===== src/rtl/core/framed_packet_checksum_decoder_assert.svh =====
// Assertion macros for the framed packet checksum decoder.
// No dependencies; included by the top level of the block.
`ifndef FRAMED_PACKET_CHECKSUM_DECODER_ASSERT_SVH
`define FRAMED_PACKET_CHECKSUM_DECODER_ASSERT_SVH

// Antecedent and consequent in the same cycle.
`define FPCD_ASSERT_SAME(label, clk, rst, cond, prop, msg) \
   label: assert property (@(posedge clk) disable iff (rst) (cond) |-> (prop)) \
      else $error(msg);

// Consequent in the cycle after the antecedent.
`define FPCD_ASSERT_NEXT(label, clk, rst, cond, prop, msg) \
   label: assert property (@(posedge clk) disable iff (rst) (cond) |=> (prop)) \
      else $error(msg);

`endif


===== src/rtl/core/fpcd_pkg.sv =====
// Shared types and constants of the framed packet checksum decoder.
// No dependencies; used by the parser, the output stage and the top level.
package fpcd_pkg;

   localparam logic [7:0] START_MARK = 8'hAA;
   localparam logic [7:0] END_MARK   = 8'h55;

   typedef enum logic [7:0] {
      PH_START  = 8'b0000_0001,
      PH_MODEL  = 8'b0000_0010,
      PH_IDENT  = 8'b0000_0100,
      PH_LENGTH = 8'b0000_1000,
      PH_DATA   = 8'b0001_0000,
      PH_SUMHI  = 8'b0010_0000,
      PH_SUMLO  = 8'b0100_0000,
      PH_END    = 8'b1000_0000
   } phase_type;

   typedef struct packed {
      logic [7:0] payload_byte;
      logic [7:0] payload_index;
      logic       payload_valid;
      logic [7:0] frame_length;
      logic [7:0] frame_ident;
      logic [7:0] frame_model;
      logic       frame_good;
   } result_type;

   typedef struct packed {
      logic out_valid;
      logic skid_valid;
   } stage_status_type;

endpackage


===== src/rtl/core/fpcd_parser.sv =====
// Frame parser of the framed packet checksum decoder: phase register, header
// fields, payload counter and running sum. Depends on fpcd_pkg.
module fpcd_parser (
   input  logic                 clock,
   input  logic                 reset,
   input  logic                 take,
   input  logic [7:0]           rx_byte,
   output fpcd_pkg::result_type result
);
   import fpcd_pkg::*;

   phase_type   phase_ff, phase_in;
   logic [7:0]  model_ff, model_in;
   logic [7:0]  ident_ff, ident_in;
   logic [7:0]  length_ff, length_in;
   logic [7:0]  count_ff, count_in;
   logic [15:0] sum_ff, sum_in;
   logic [7:0]  sum_high_ff, sum_high_in;
   logic [7:0]  sum_low_ff, sum_low_in;
   logic        decoded_ff, decoded_in;
   logic [7:0]  count_plus;

   assign count_plus = count_ff + 8'd1;

   always_comb begin
      phase_in    = phase_ff;
      model_in    = model_ff;
      ident_in    = ident_ff;
      length_in   = length_ff;
      count_in    = count_ff;
      sum_in      = sum_ff;
      sum_high_in = sum_high_ff;
      sum_low_in  = sum_low_ff;
      decoded_in  = decoded_ff;
      result.payload_valid = 1'b0;
      result.payload_index = 8'd0;
      result.payload_byte  = 8'd0;
      unique case (phase_ff)
         PH_START: begin
            decoded_in = 1'b0;
            if (rx_byte == START_MARK) begin
               phase_in = PH_MODEL;
            end
         end
         PH_MODEL: begin
            model_in = rx_byte;
            phase_in = PH_IDENT;
         end
         PH_IDENT: begin
            ident_in = rx_byte;
            phase_in = PH_LENGTH;
         end
         PH_LENGTH: begin
            length_in = rx_byte;
            count_in  = 8'd0;
            sum_in    = 16'd0;
            // An empty payload goes straight on to the checksum bytes.
            phase_in  = (rx_byte == 8'd0) ? PH_SUMHI : PH_DATA;
         end
         PH_DATA: begin
            result.payload_valid = 1'b1;
            result.payload_index = count_ff;
            result.payload_byte  = rx_byte;
            sum_in   = sum_ff + {8'd0, rx_byte};
            count_in = count_plus;
            if (count_plus >= length_ff) begin
               phase_in = PH_SUMHI;
            end
         end
         PH_SUMHI: begin
            sum_high_in = rx_byte;
            phase_in    = PH_SUMLO;
         end
         PH_SUMLO: begin
            sum_low_in = rx_byte;
            phase_in   = PH_END;
         end
         PH_END: begin
            if (rx_byte == END_MARK && {sum_high_ff, sum_low_ff} == sum_ff) begin
               decoded_in = 1'b1;
            end
            phase_in = PH_START;
         end
         default: begin
            phase_in = PH_START;
         end
      endcase
      result.frame_good   = decoded_in;
      result.frame_model  = model_in;
      result.frame_ident  = ident_in;
      result.frame_length = length_in;
   end

   always_ff @(posedge clock) begin
      if (reset) begin
         phase_ff    <= PH_START;
         model_ff    <= 8'd0;
         ident_ff    <= 8'd0;
         length_ff   <= 8'd0;
         count_ff    <= 8'd0;
         sum_ff      <= 16'd0;
         sum_high_ff <= 8'd0;
         sum_low_ff  <= 8'd0;
         decoded_ff  <= 1'b0;
      end else if (take) begin
         phase_ff    <= phase_in;
         model_ff    <= model_in;
         ident_ff    <= ident_in;
         length_ff   <= length_in;
         count_ff    <= count_in;
         sum_ff      <= sum_in;
         sum_high_ff <= sum_high_in;
         sum_low_ff  <= sum_low_in;
         decoded_ff  <= decoded_in;
      end
   end

endmodule


===== src/rtl/core/fpcd_out_stage.sv =====
// Output register with a skid register for the decoder results, so that a
// new item is taken while a result waits. Depends on fpcd_pkg.
module fpcd_out_stage (
   input  logic                       clock,
   input  logic                       reset,
   input  logic                       push,
   input  fpcd_pkg::result_type       push_data,
   output logic                       can_push,
   input  logic                       pop_ready,
   output logic                       out_valid,
   output fpcd_pkg::result_type       out_data,
   output fpcd_pkg::stage_status_type status
);
   import fpcd_pkg::*;

   logic       out_valid_ff, out_valid_in;
   logic       skid_valid_ff, skid_valid_in;
   result_type out_data_ff, out_data_in;
   result_type skid_data_ff, skid_data_in;
   logic       pop;

   assign pop = out_valid_ff & pop_ready;

   always_comb begin
      out_valid_in  = out_valid_ff;
      skid_valid_in = skid_valid_ff;
      out_data_in   = out_data_ff;
      skid_data_in  = skid_data_ff;
      if (skid_valid_ff) begin
         if (pop) begin
            out_data_in   = skid_data_ff;
            skid_valid_in = 1'b0;
         end
      end else if (push) begin
         if (!out_valid_ff || pop) begin
            out_data_in  = push_data;
            out_valid_in = 1'b1;
         end else begin
            skid_data_in  = push_data;
            skid_valid_in = 1'b1;
         end
      end else if (pop) begin
         out_valid_in = 1'b0;
      end
   end

   always_ff @(posedge clock) begin
      if (reset) begin
         out_valid_ff  <= 1'b0;
         skid_valid_ff <= 1'b0;
      end else begin
         out_valid_ff  <= out_valid_in;
         skid_valid_ff <= skid_valid_in;
      end
      out_data_ff  <= out_data_in;
      skid_data_ff <= skid_data_in;
   end

   assign can_push          = !skid_valid_ff;
   assign out_valid         = out_valid_ff;
   assign out_data          = out_data_ff;
   assign status.out_valid  = out_valid_ff;
   assign status.skid_valid = skid_valid_ff;

endmodule


===== src/rtl/core/framed_packet_checksum_decoder.sv =====
// Framed packet checksum decoder: byte-serial frame parser with a 16-bit
// additive payload checksum. Depends on fpcd_pkg, fpcd_parser, fpcd_out_stage
// and the assertion macros in framed_packet_checksum_decoder_assert.svh.
//
// Usage: each item on the req_ channel is one received byte of a frame
// 0xAA, model, id, length, payload, checksum high, checksum low, 0x55.
// Every accepted byte gives exactly one item on the rsp_ channel: the decoded
// flag and header fields after that byte, and, for a payload byte, the byte
// and its index with rsp_tuser set.
// The result of an accepted byte is registered in the result register, or in
// the skid register while the receiver stalls. One byte is taken per cycle
// while req_tready is high; the result register and a skid register keep
// req_tready high while one result waits. When the receiver stalls, a second
// byte goes into the skid register and req_tready then drops until a result
// is taken. Synchronous reset returns the parser to waiting for a start byte,
// clears the header fields, counter, sum and decoded flag, and empties the
// output registers; nothing is delivered until new bytes arrive.
`include "framed_packet_checksum_decoder_assert.svh"

module framed_packet_checksum_decoder (
   input  logic        clock,
   input  logic        reset,
   input  logic        req_tvalid,
   output logic        req_tready,
   input  logic [7:0]  req_tdata,  // rx_byte [7:0]
   output logic        rsp_tvalid,
   input  logic        rsp_tready,
   // frame_good [0], frame_model [8:1], frame_ident [16:9], frame_length [24:17],
   // payload_index [32:25], payload_byte [40:33], zero fill [47:41]
   output logic [47:0] rsp_tdata,
   output logic        rsp_tuser   // payload_valid [0]
);
   import fpcd_pkg::*;

   logic             take;
   logic             can_push;
   result_type       parsed;
   result_type       held;
   stage_status_type stage_status;

   assign take       = req_tvalid & can_push;
   assign req_tready = can_push;

   fpcd_parser u_parser (
      .clock   (clock),
      .reset   (reset),
      .take    (take),
      .rx_byte (req_tdata),
      .result  (parsed)
   );

   fpcd_out_stage u_out_stage (
      .clock     (clock),
      .reset     (reset),
      .push      (take),
      .push_data (parsed),
      .can_push  (can_push),
      .pop_ready (rsp_tready),
      .out_valid (rsp_tvalid),
      .out_data  (held),
      .status    (stage_status)
   );

   assign rsp_tdata = {7'd0, held.payload_byte, held.payload_index, held.frame_length,
                       held.frame_ident, held.frame_model, held.frame_good};
   assign rsp_tuser = held.payload_valid;

   `FPCD_ASSERT_NEXT(a_result_follows, clock, reset, req_tvalid && req_tready, rsp_tvalid, "accepted byte gave no result")
   `FPCD_ASSERT_SAME(a_skid_needs_out, clock, reset, stage_status.skid_valid, stage_status.out_valid, "skid holds a result while the output register is empty")
   `FPCD_ASSERT_SAME(a_payload_not_good, clock, reset, rsp_tvalid && rsp_tuser, !rsp_tdata[0], "decoded flag set on a payload byte")

endmodule

===== config.mk =====
export PLATFORM = sky130hd
export DESIGN_NAME = framed_packet_checksum_decoder
export DESIGN_NICKNAME = d
export VERILOG_FILES = /design/src/rtl/core/fpcd_pkg.sv /design/src/rtl/core/fpcd_parser.sv /design/src/rtl/core/fpcd_out_stage.sv /design/src/rtl/core/framed_packet_checksum_decoder.sv
export VERILOG_INCLUDE_DIRS = /design/src /design/src/rtl/core
export SDC_FILE = /design/constraint.sdc
export NUM_CORES = 1
export LEC_CHECK = 0
export ABC_AREA = 1
export BUFFER_PORTS_ARGS = -buffer_cell sky130_fd_sc_hd__buf_4
export CORE_MARGIN = 2
export CORE_UTILIZATION = 37
export CTS_CLUSTER_DIAMETER = 80
export CTS_CLUSTER_SIZE = 25
export DETAILED_ROUTE_END_ITERATION = 8
export GPL_ROUTABILITY_DRIVEN = 0
export PLACE_DENSITY_LB_ADDON = 0.25
export SYNTH_ARGS = -nofsm -noshare
export SYNTH_HDL_FRONTEND = slang
export SYNTH_SLANG_ARGS = --single-unit

===== constraint.sdc =====
create_clock -name clock -period 2.95 [get_ports clock]
set_input_delay 0.59 -clock clock [delete_from_list [all_inputs] [get_ports clock]]
set_output_delay 0.59 -clock clock [all_outputs]
set_load 0.01 [all_outputs]

# Word-level counts from Yosys, hierarchy flattened
# Cells that the tools add are included.
dict set report classes {
  n_addsub 2
  magnitude_cmp 1
  eq_ne 15
  muxes 23
  n_bitwise 4
  reduce_logical 16
}
# op n
set ops {}
lappend ops {{$mux 42} 4}
lappend ops {{$pmux 8 s7} 1}
lappend ops {{$mux 8} 5}
lappend ops {{$pmux 16 s2} 1}
lappend ops {{$mux 17} 1}
lappend ops {{$add 16x8->16} 1}
lappend ops {{$eq 16x16->1} 1}
lappend ops {{$eq 8x7->1 const B} 2}
lappend ops {{$eq 8x8->1 const B} 2}
lappend ops {{$pmux 8 s2} 1}
lappend ops {{$reduce_and 3->1} 4}
lappend ops {{$add 8x1->8 const B} 1}
lappend ops {{$eq 8x1->1 const B} 1}
lappend ops {{$eq 8x2->1 const B} 1}
lappend ops {{$eq 8x3->1 const B} 1}
lappend ops {{$eq 8x4->1 const B} 1}
lappend ops {{$eq 8x5->1 const B} 1}
lappend ops {{$eq 8x6->1 const B} 1}
lappend ops {{$ge 8x8->1} 1}
lappend ops {{$logic_not 8->1} 1}
lappend ops {{$mux 1} 8}
lappend ops {{$reduce_bool 2->1} 4}
lappend ops {{$mux 6} 1}
lappend ops {{$ne 2x1->1 const B} 3}
lappend ops {{other kinds (8)} 13}
dict set report word_totals {
  regBits 159
  input_bits 12
  out_inout_bits 51
}

# Longest topological paths before layout
# Gate-level depths: netlist of run 1.
dict set report depth {
  ltp_word 7
  depth_mapped 17
}

# By module
# A second synthesis of run 1 with hierarchy kept.
dict set report hier_totals {
  cells_unflattened 986
  hier_area_um2 7965.1
}
# module instances cells_each area_each_um2 seq_area_each_um2
set by_module_without_submodules {}
lappend by_module_without_submodules {fpcd_parser 1 733 4608.2 1461.4}
lappend by_module_without_submodules {fpcd_out_stage 1 243 3293.2 2562.5}
lappend by_module_without_submodules {framed_packet_checksum_decoder 1 10 63.8 0.0}

# Least setup slack after synthesis of run 1
# No wires, ideal clock.
dict set report synth_path {
  path_type {input to register}
  startpoint {input req_tvalid}
  endpoint {register u_out_stage.out_data_ff (netlist bit u_out_stage.out_data[0]), enable pin}
  arrival_time_ns 2.650
  required_ns 2.509
  slack_ns -0.142
  cell_stages 4
  n_path_buf 0
  path_cell_list {nand2_4 inv_2 a21oi_1 nor2_1}
}
dict set report synth_via {
  elab_chain_cells 3
}
# item line_no
set synth_rtl {}
lappend synth_rtl {{from (decl)} framed_packet_checksum_decoder.sv:23} ;# input logic req_tvalid,
lappend synth_rtl {{$and 1x1->1} framed_packet_checksum_decoder.sv:41} ;# assign take = req_tvalid & can_push;
lappend synth_rtl {{$reduce_bool 2->1 (no source line)} --}
lappend synth_rtl {{$reduce_and 3->1 (no source line)} --}
lappend synth_rtl {{to (signal assigned)} fpcd_out_stage.sv:55} ;# out_data_ff <= out_data_in;
lappend synth_rtl {{to (decl)} fpcd_out_stage.sv:18} ;# result_type out_data_ff, out_data_in;
# No other way between the ends.
# A chain may end at the register's enable or synchronous reset.

# Worst setup path in the final report of run 1
dict set report layout_path {
  startpoint {register u_parser.count_ff[0]}
  endpoint {register u_parser.phase_ff[0]}
}
dict set report layout_via {
  elab_chain_cells 4
}
# item line_no
set layout_rtl {}
lappend layout_rtl {{from (decl)} fpcd_parser.sv:16} ;# logic [7:0] count_ff, count_in;
lappend layout_rtl {{from (signal assigned)} fpcd_parser.sv:110} ;# count_ff <= count_in;
lappend layout_rtl {{$add 8x1->8} fpcd_parser.sv:23} ;# assign count_plus = count_ff + 8'd1;
lappend layout_rtl {{$ge 8x8->1} fpcd_parser.sv:66} ;# if (count_plus >= length_ff) begin
lappend layout_rtl {{$ne 2x1->1 (no source line)} --}
lappend layout_rtl {{$reduce_and 3->1 (no source line)} --}
lappend layout_rtl {{to (signal assigned)} fpcd_parser.sv:106} ;# phase_ff <= phase_in;
lappend layout_rtl {{to (decl)} fpcd_parser.sv:12} ;# phase_type phase_ff, phase_in;
# No other way between the ends.

==> impl_results.md, run 1 <==
- Fin. max-slew vios: 0
- Top cell type's share of synthesized area: 32.5%
- Post-synth ARST share: 0%
- Num CTS Buffers: 17
- Initial core utilization: 38.1%
- Critical Path End Type: flop
- Die area: 22,100 µm²
- Area Overhead vs Synth: 15.6%
- Top Metal Used: met4
- Final wirelength: 17,100 µm
- Max-capacitance violation count: 0
- First-pass GRT wire length: 28,000 µm
- Outcome: completed
- H-tree depth: 4
- Via count of the first global-routing pass: 5,381
- Largest net degree at the start of global routing: 49
- Hold Crit Start: rsp_tready
- Final antenna-violating net count: 0
- Final number of hold-violating endpoints: 0
- Sw Ratio: 28.1%
- DR WL met2: 8050 µm
- CP max FO: 13
- 1st-pass router iterations: 5
- All-Layer GR Usage: 16.5%
- RR Startpoint: u_parser.count_ff[0]$_SDFFE_PP0P_
- Hold_buf cts: 0
- Register area share after synthesis: 51.9%
- Dominant synthesized flop cell: edfxtp_1
- Starting DRC count in detailed routing: 400
- Antenna violations before repair: 0
- Hold Path Class: in2reg
- Die Ht: 149 µm
- Crit Path Category: reg2reg
- Grt total ovfl: 0
- IO Port Bufs: 55
- Startpoint types: flop
- Antenna Cells: 0
- Static Leak: 0.00405 µW
- Met3 routed WL: 664 µm
- Most common cell in the netlist: nand2_1
- Post-CTS Resized: 0
- Share of cells above drive strength 1: 14.4%
- Postcts setup bufs: 0
- Worst-path clk slew: 60 ps
- Flop and latch count out of synthesis: 159
- Unique cell type count in the Yosys netlist: 33
- Wl on met1: 8040 µm
- Unrepaired setup endpoints after global routing: false
- Ys Warns: 0
- Synth top area cells: edfxtp_1, dfxtp_1, nand2_1, inv_1, a21oi_1
- P_sw: 1630 µW
- Peak Freq: 418 MHz
- VDD IR max: 0.000333 V
- CTS root buf: clkbuf_16
- Top-Level Pins: 63
- Fin nets: 1,013
- Sequential share of power: 44.8%
- Via-to-Cell Ratio: 4.63
- Largest area contributor in the netlist: edfxtp_1
- Syn Inst Count: 936
- CTS tree: built
- Final period util: 81.2%
- Routed len/inst: 13.5 µm
- Drc violations: 0
- EDFF count, synth: 84
- Via count: 5,858
- Combinational power share: 17.0%
- CTS sink count: 159
- Clock Latency Late Sink: 430 ps
- Top cells by count, synth: nand2_1, inv_1, edfxtp_1, dfxtp_1, nor2_1
- Arr. time, crit path: 2670 ps
- Fin area: 8960 µm²
- WP data required: 3230 ps
- Power share of the clock group: 38.2%
- Worst slew pin tran: 687 ps
- Cell Area, Placed: 8360 µm²
- P_int: 4170 µW
- Tmin final: 2400 ps
- Placement Rows: 52
- Core Area: 20,400 µm²
- Pwr dens: 648 nW/µm²
- Rel. slew slack: 54.1%
- Setup Skew: 8.55 ps
- Area of the mapped netlist: 7750 µm²
- Worst setup path start: u_parser.count_ff[0]$_SDFFE_PP0P_
- Dpl hpwl: 11,500 µm
- Die W: 149 µm
- Mean Syn Cell Area: 8.28 µm²
- Worst-case clock buffer depth: 2
- # setup viols final: 0
- Setup TNS: 0 ps
[power by group through the flow]
| stage | Clock [µW] | Sequential, µW | Combinational, µW |
|---|---|---|---|
| 6_report | 2220 | 2600 | 988 |
| 3_5_place_dp | 0 | 2650 | 997 |
| 5_1_grt | 2380 | 2620 | 1130 |
| 3_3_place_gp | 0 | 2640 | 990 |
| 2_1_floorplan | 0 | 2670 | 721 |
| 4_1_cts | 2260 | 2600 | 1000 |
[final timing paths]
path	to	slack (ps)	cells past startpoint
worst max-delay path	u_parser.phase_ff[0]$_SDFFE_PP1P_	550	15
worst min-delay path	u_out_stage.out_valid$_SDFFE_PP0P_	440	4
worst max register to register	u_parser.phase_ff[0]$_SDFFE_PP1P_	550	15
worst min register to register	u_parser.sum_ff[0]$_SDFFE_PP0P_	500	2
[logic make-up after synthesis]
group | share of synthesized area, %
and+or+nand+nor | 23.3
buffers and inverters | 8.98
DFF | 51.9
AOI/OAI and AO/OA | 10.8
adders and majority gates | 3.00
xor gates and xnor gates | 1.92
other | 0.0484
[through the flow]
| step | utilization (%) | hold slack [ps] | worst slack, ps | instances | power [µW] |
|---|---|---|---|---|---|
| 4_1_cts | 44.0 | 430 | 545 | 1266 | 5860 |
| 5_1_grt | 44.0 | 455 | 215 | 1266 | 6120 |
| 6_report | 44.0 | 445 | 555 | 1266 | 5800 |
| 2_1_floorplan | - | 457 | 554 | 942 | 3390 |
| 3_5_place_dp | 41.1 | 485 | 556 | 1234 | 3640 |
| 3_3_place_gp | 41.1 | 474 | 630 | 1234 | 3630 |
[cells in the final DEF, fill, tap and decap left out, types with 25 or more instances in the layout]
| master | count |
|---|---|
| o21ai_0 | 26 |
| o21ai_2 | 25 |
| nand3_1 | 35 |
| dfxtp_1 | 75 |
| inv_1 | 119 |
| a21oi_1 | 69 |
| buf_4 | 62 |
| nand2_1 | 290 |
| nor2_1 | 70 |
| edfxtp_1 | 84 |
[routing by layer]
metal | global-route usage, % | vias up
met4 | 6.86 | 0
met2 | 26.9 | 104
met1 | 21.3 | 2644
met5 | 0 | -
met3 | 3.37 | 28
li1 | - | 3082
[worst max-delay path: stages (launching register included)]
cell and delay, ps:
dfxtp_1 420, ha_1 220, nand3_1 120, nor3_1 190, xor2_1 210, ha_1 260, nand2_1 80, inv_1 40
nand2_1 50, nand2_1 40, nor2_1 100, nand2_1 130, nand3_2 220, inv_1 70, nand2_1 60, nand3_1 50
[final cells by class]
| type | instances | area, µm² |
|---|---|---|
| fillers | 2030 | 11400 |
| flip-flops and latches | 159 | 4020 |
| multi-input cells | 617 | 3060 |
| inverters | 126 | 473 |
| repair buffers | 62 | 465 |
| clock buffers | 19 | 433 |
| well taps | 270 | 338 |
| clock inverters | 13 | 163 |
(Power assumes the default switching activity.)
==> run 2, diff against run 1 <==
Settings changed: ABC_AREA 1 to 0.
Clock period 2.95 ns to 2 ns, I/O delays scaled along.
==> run 2 against run 1 <==
Highest routed layer unchanged. Critical path depth shrank 4. The flow now finishes with violations (setup timing). Worst setup slack worse by 820 ps. Sequential share of layout area decreased by 3.1 points. Register-to-register slack got worse by 820 ps. Critical endpoint is now u_parser.phase_ff[3]$_SDFFE_PP0P_. Fmax rose by 5.8%.
==> impl_results.md, run 2 <==
- Grt total ovfl: 0 (unchanged)
- Placement Rows: 51 (-1.9%)
- Pre-CTS setup slack: -208 ps (-763 ps)
- Tmin final: 2260 ps (-131 ps)
- Hold_buf cts: 0 (unchanged)
- Fill cells: 1,703 (-16%)
- Max-capacitance violation count: 0 (unchanged)
- Antenna Cells: 0 (unchanged)
- Worst slew pin tran: 681 ps (-5.67 ps)
- Top-Level Pins: 63 (unchanged)
- Hold Path Class: in2reg
- Delay-heaviest family, CP: simple AND/OR/NAND/NOR gates
- Peak Freq: 442 MHz (+5.8%)
- Failing checks: setup timing
- Synth top area cells: edfxtp_1, dfxtp_1, mux2_2, nor2_1, ha_1
- Final number of hold-violating endpoints: 0 (unchanged)
- H-tree depth: 4 (unchanged)
- Static Leak: 0.00387 µW (-4.4%)
- Unrepaired setup endpoints after global routing: true
- CTS tree: built
- Flop and latch count out of synthesis: 159 (unchanged)
- Largest net degree at the start of global routing: 58 (+18%)
- Via count of the first global-routing pass: 5,300 (-1.5%)
- All-Layer GR Usage: 17.4% (+0.97 points)
- Ys Warns: 0 (unchanged)
- CTS sink count: 159 (unchanged)
- Mean Syn Cell Area: 11.6 µm² (+41%)
- EDFF count, synth: 84 (unchanged)
- 1st-pass router iterations: 5 (unchanged)
- Core Area: 19,500 µm² (-4.4%)
- # setup viols final: 12 (+12)
- Critical-path cell list: ha_4 > nand3_4 > nor2_4 > xor2_2 > ha_1 > nand3_2 > a21boi_2 > a311oi_4 > buf_6 > or4_1 > o21ai_1
- Top cells by count, synth: edfxtp_1, dfxtp_1, nor2_1, mux2_2, and3_1
- Via count: 5,436 (-7.2%)
- Crit Path Category: reg2reg
- Largest area contributor in the netlist: edfxtp_1
- Arr. time, crit path: 2620 ps (-50 ps)
- Most frequent cells in the layout: buf_4, edfxtp_1, nor2_1
- Pwr dens: 876 nW/µm² (+35%)
- Dpl hpwl: 12,200 µm (+5.7%)
- Die area: 20,900 µm² (-5.3%)
- Area of the mapped netlist: 7320 µm² (-5.5%)
- Crit path buf inv count: 1 (-1)
- Crit path largest cell delay: 460 ps (+40 ps)
- CP max stage cell: or4_1
- Share of cells above drive strength 1: 38.8% (+24 points)
- Outcome: finished with violations
- IO Port Bufs: 55 (unchanged)
- Setup Skew: 14.5 ps (+5.99 ps)
- Routed len/inst: 17.5 µm (+29%)
- Critical Path End Type: flop
- Syn Inst Count: 629 (-33%)
- CTS root buf: clkbuf_16
- First-pass GRT wire length: 27,800 µm (-0.76%)
- Startpoint types: flop
- Die Ht: 145 µm (-2.7%)
- Flop2flop setup slack: -260 ps (-820 ps)
- Num CTS Buffers: 17 (unchanged)
- Final period util: 113% (+32 points)
- Rel. slew slack: 54.5% (+0.38 points)
- Cell Area, Placed: 8690 µm² (+3.9%)
- Final setup margin: -264 ps (-819 ps)
- Post-synth ARST share: 0% (unchanged)
- Dominant synthesized flop cell: edfxtp_1
- Unique cell type count in the Yosys netlist: 64 (+94%)
- Final antenna-violating net count: 0 (unchanged)
- Starting DRC count in detailed routing: 347 (-13%)
- Antenna violations before repair: 0 (unchanged)
- Initial core utilization: 37.6% (-0.42 points)
- Fin nets: 800 (-21%)
- Hold_ws: 164 ps (-281 ps)
- CP max FO: 4 (-9)
- WP data required: 2350 ps (-880 ps)
- Drc violations: 0 (unchanged)
- Fin. max-slew vios: 0 (unchanged)
- Clock Latency Late Sink: 430 ps (about the same)
- Commonest non-fill, non-tap cell in the layout: buf_4
- Worst-path clk slew: 70 ps (about the same)
- Final wirelength: 18,300 µm (+6.8%)
- Top cell type's share of synthesized area: 34.4% (+1.9 points)
- Fin area: 9670 µm² (+8.0%)
- Via-to-Cell Ratio: 5.19 (+12%)
- Register area share after synthesis: 54.9% (+3.0 points)
- Die W: 145 µm (-2.7%)
- Area Overhead vs Synth: 32.0%
- Worst-case clock buffer depth: 2 (unchanged)
- Most common cell in the netlist: edfxtp_1
- VDD IR max: 0.000709 V (+110%)
[run 2: timing repair]
item | CTS | global route
gates resized for setup | 8 | 42
cloned | 0 | 1
pin swaps | 3 | 19
setup endpoints to repair | 22 | 41
setup buffers | 3 | 13
[run 2: cell type report]
class,instances,area (µm²),area share [%]
multi-input combinational,428,3420,35.4
inverter,13,48.8,0.505
clock buffer,19,454,4.70
sequential,159,4040,41.8
tap,265,332,3.43
clock inverter,13,151,1.57
timing repair buffer,151,1220,12.6
[run 2: path summary, 6_finish.rpt]
check | start | to | cells after the start
hold reg to reg | u_parser.model_ff[1]$_SDFFE_PP0P_ | u_parser.model_ff[1]$_SDFFE_PP0P_ | 2
setup / recovery | u_parser.count_ff[1]$_SDFFE_PP0P_ | u_parser.phase_ff[3]$_SDFFE_PP0P_ | 11
hold / removal | rsp_tready | u_out_stage.skid_valid_ff$_SDFF_PP0_ | 2
setup reg to reg | u_parser.count_ff[1]$_SDFFE_PP0P_ | u_parser.phase_ff[3]$_SDFFE_PP0P_ | 11
[run 2: cell families after synthesis]
group                      synth area share [%]
and+or+nand+nor                            15.2
DFF                                        54.9
AOI/OAI and AO/OA                          8.78
muxes                                      11.2
buffers and inverters                      2.92
xor gates and xnor gates                   3.71
adders and majority gates                  3.18
other                                    0.0512
[run 2: worst reg2reg max path, delay by kind of cell, from the launching register on]
kind	cells	cell delay (ps)
AOI/OAI and AO/OA	3	350
and+or+nand+nor	4	680
adders and majority gates	2	520
buffers and inverters	1	140
xor gates and xnor gates	1	140
DFF	1	360
[run 2: power by group]
group / switching [µW] / total, µW / internal [µW]
clock: 1390 / 3330 / 1940
combinational: 720 / 1390 / 675
sequential: 106 / 3750 / 3640
[run 2: layer usage]
metal,routed length (µm),track usage (%),vias up
li1,-,-,2617
met4,377,7.46,0
met5,0,0,-
met2,8770,28.2,143
met1,8360,23.4,2652
met3,810,2.50,24
[run 2: per-stage QoR]
step | total power [µW] | instances | utilization [%] | TNS, ps
2_1_floorplan | 4550 | 635 | - | -1580
3_3_place_gp | 5020 | 999 | 44.6 | -1960
3_5_place_dp | 5060 | 999 | 44.6 | -2810
4_1_cts | 8410 | 1034 | 48.1 | -1290
5_1_grt | 8770 | 1048 | 49.7 | -3260
6_report | 8470 | 1048 | 49.7 | -1710
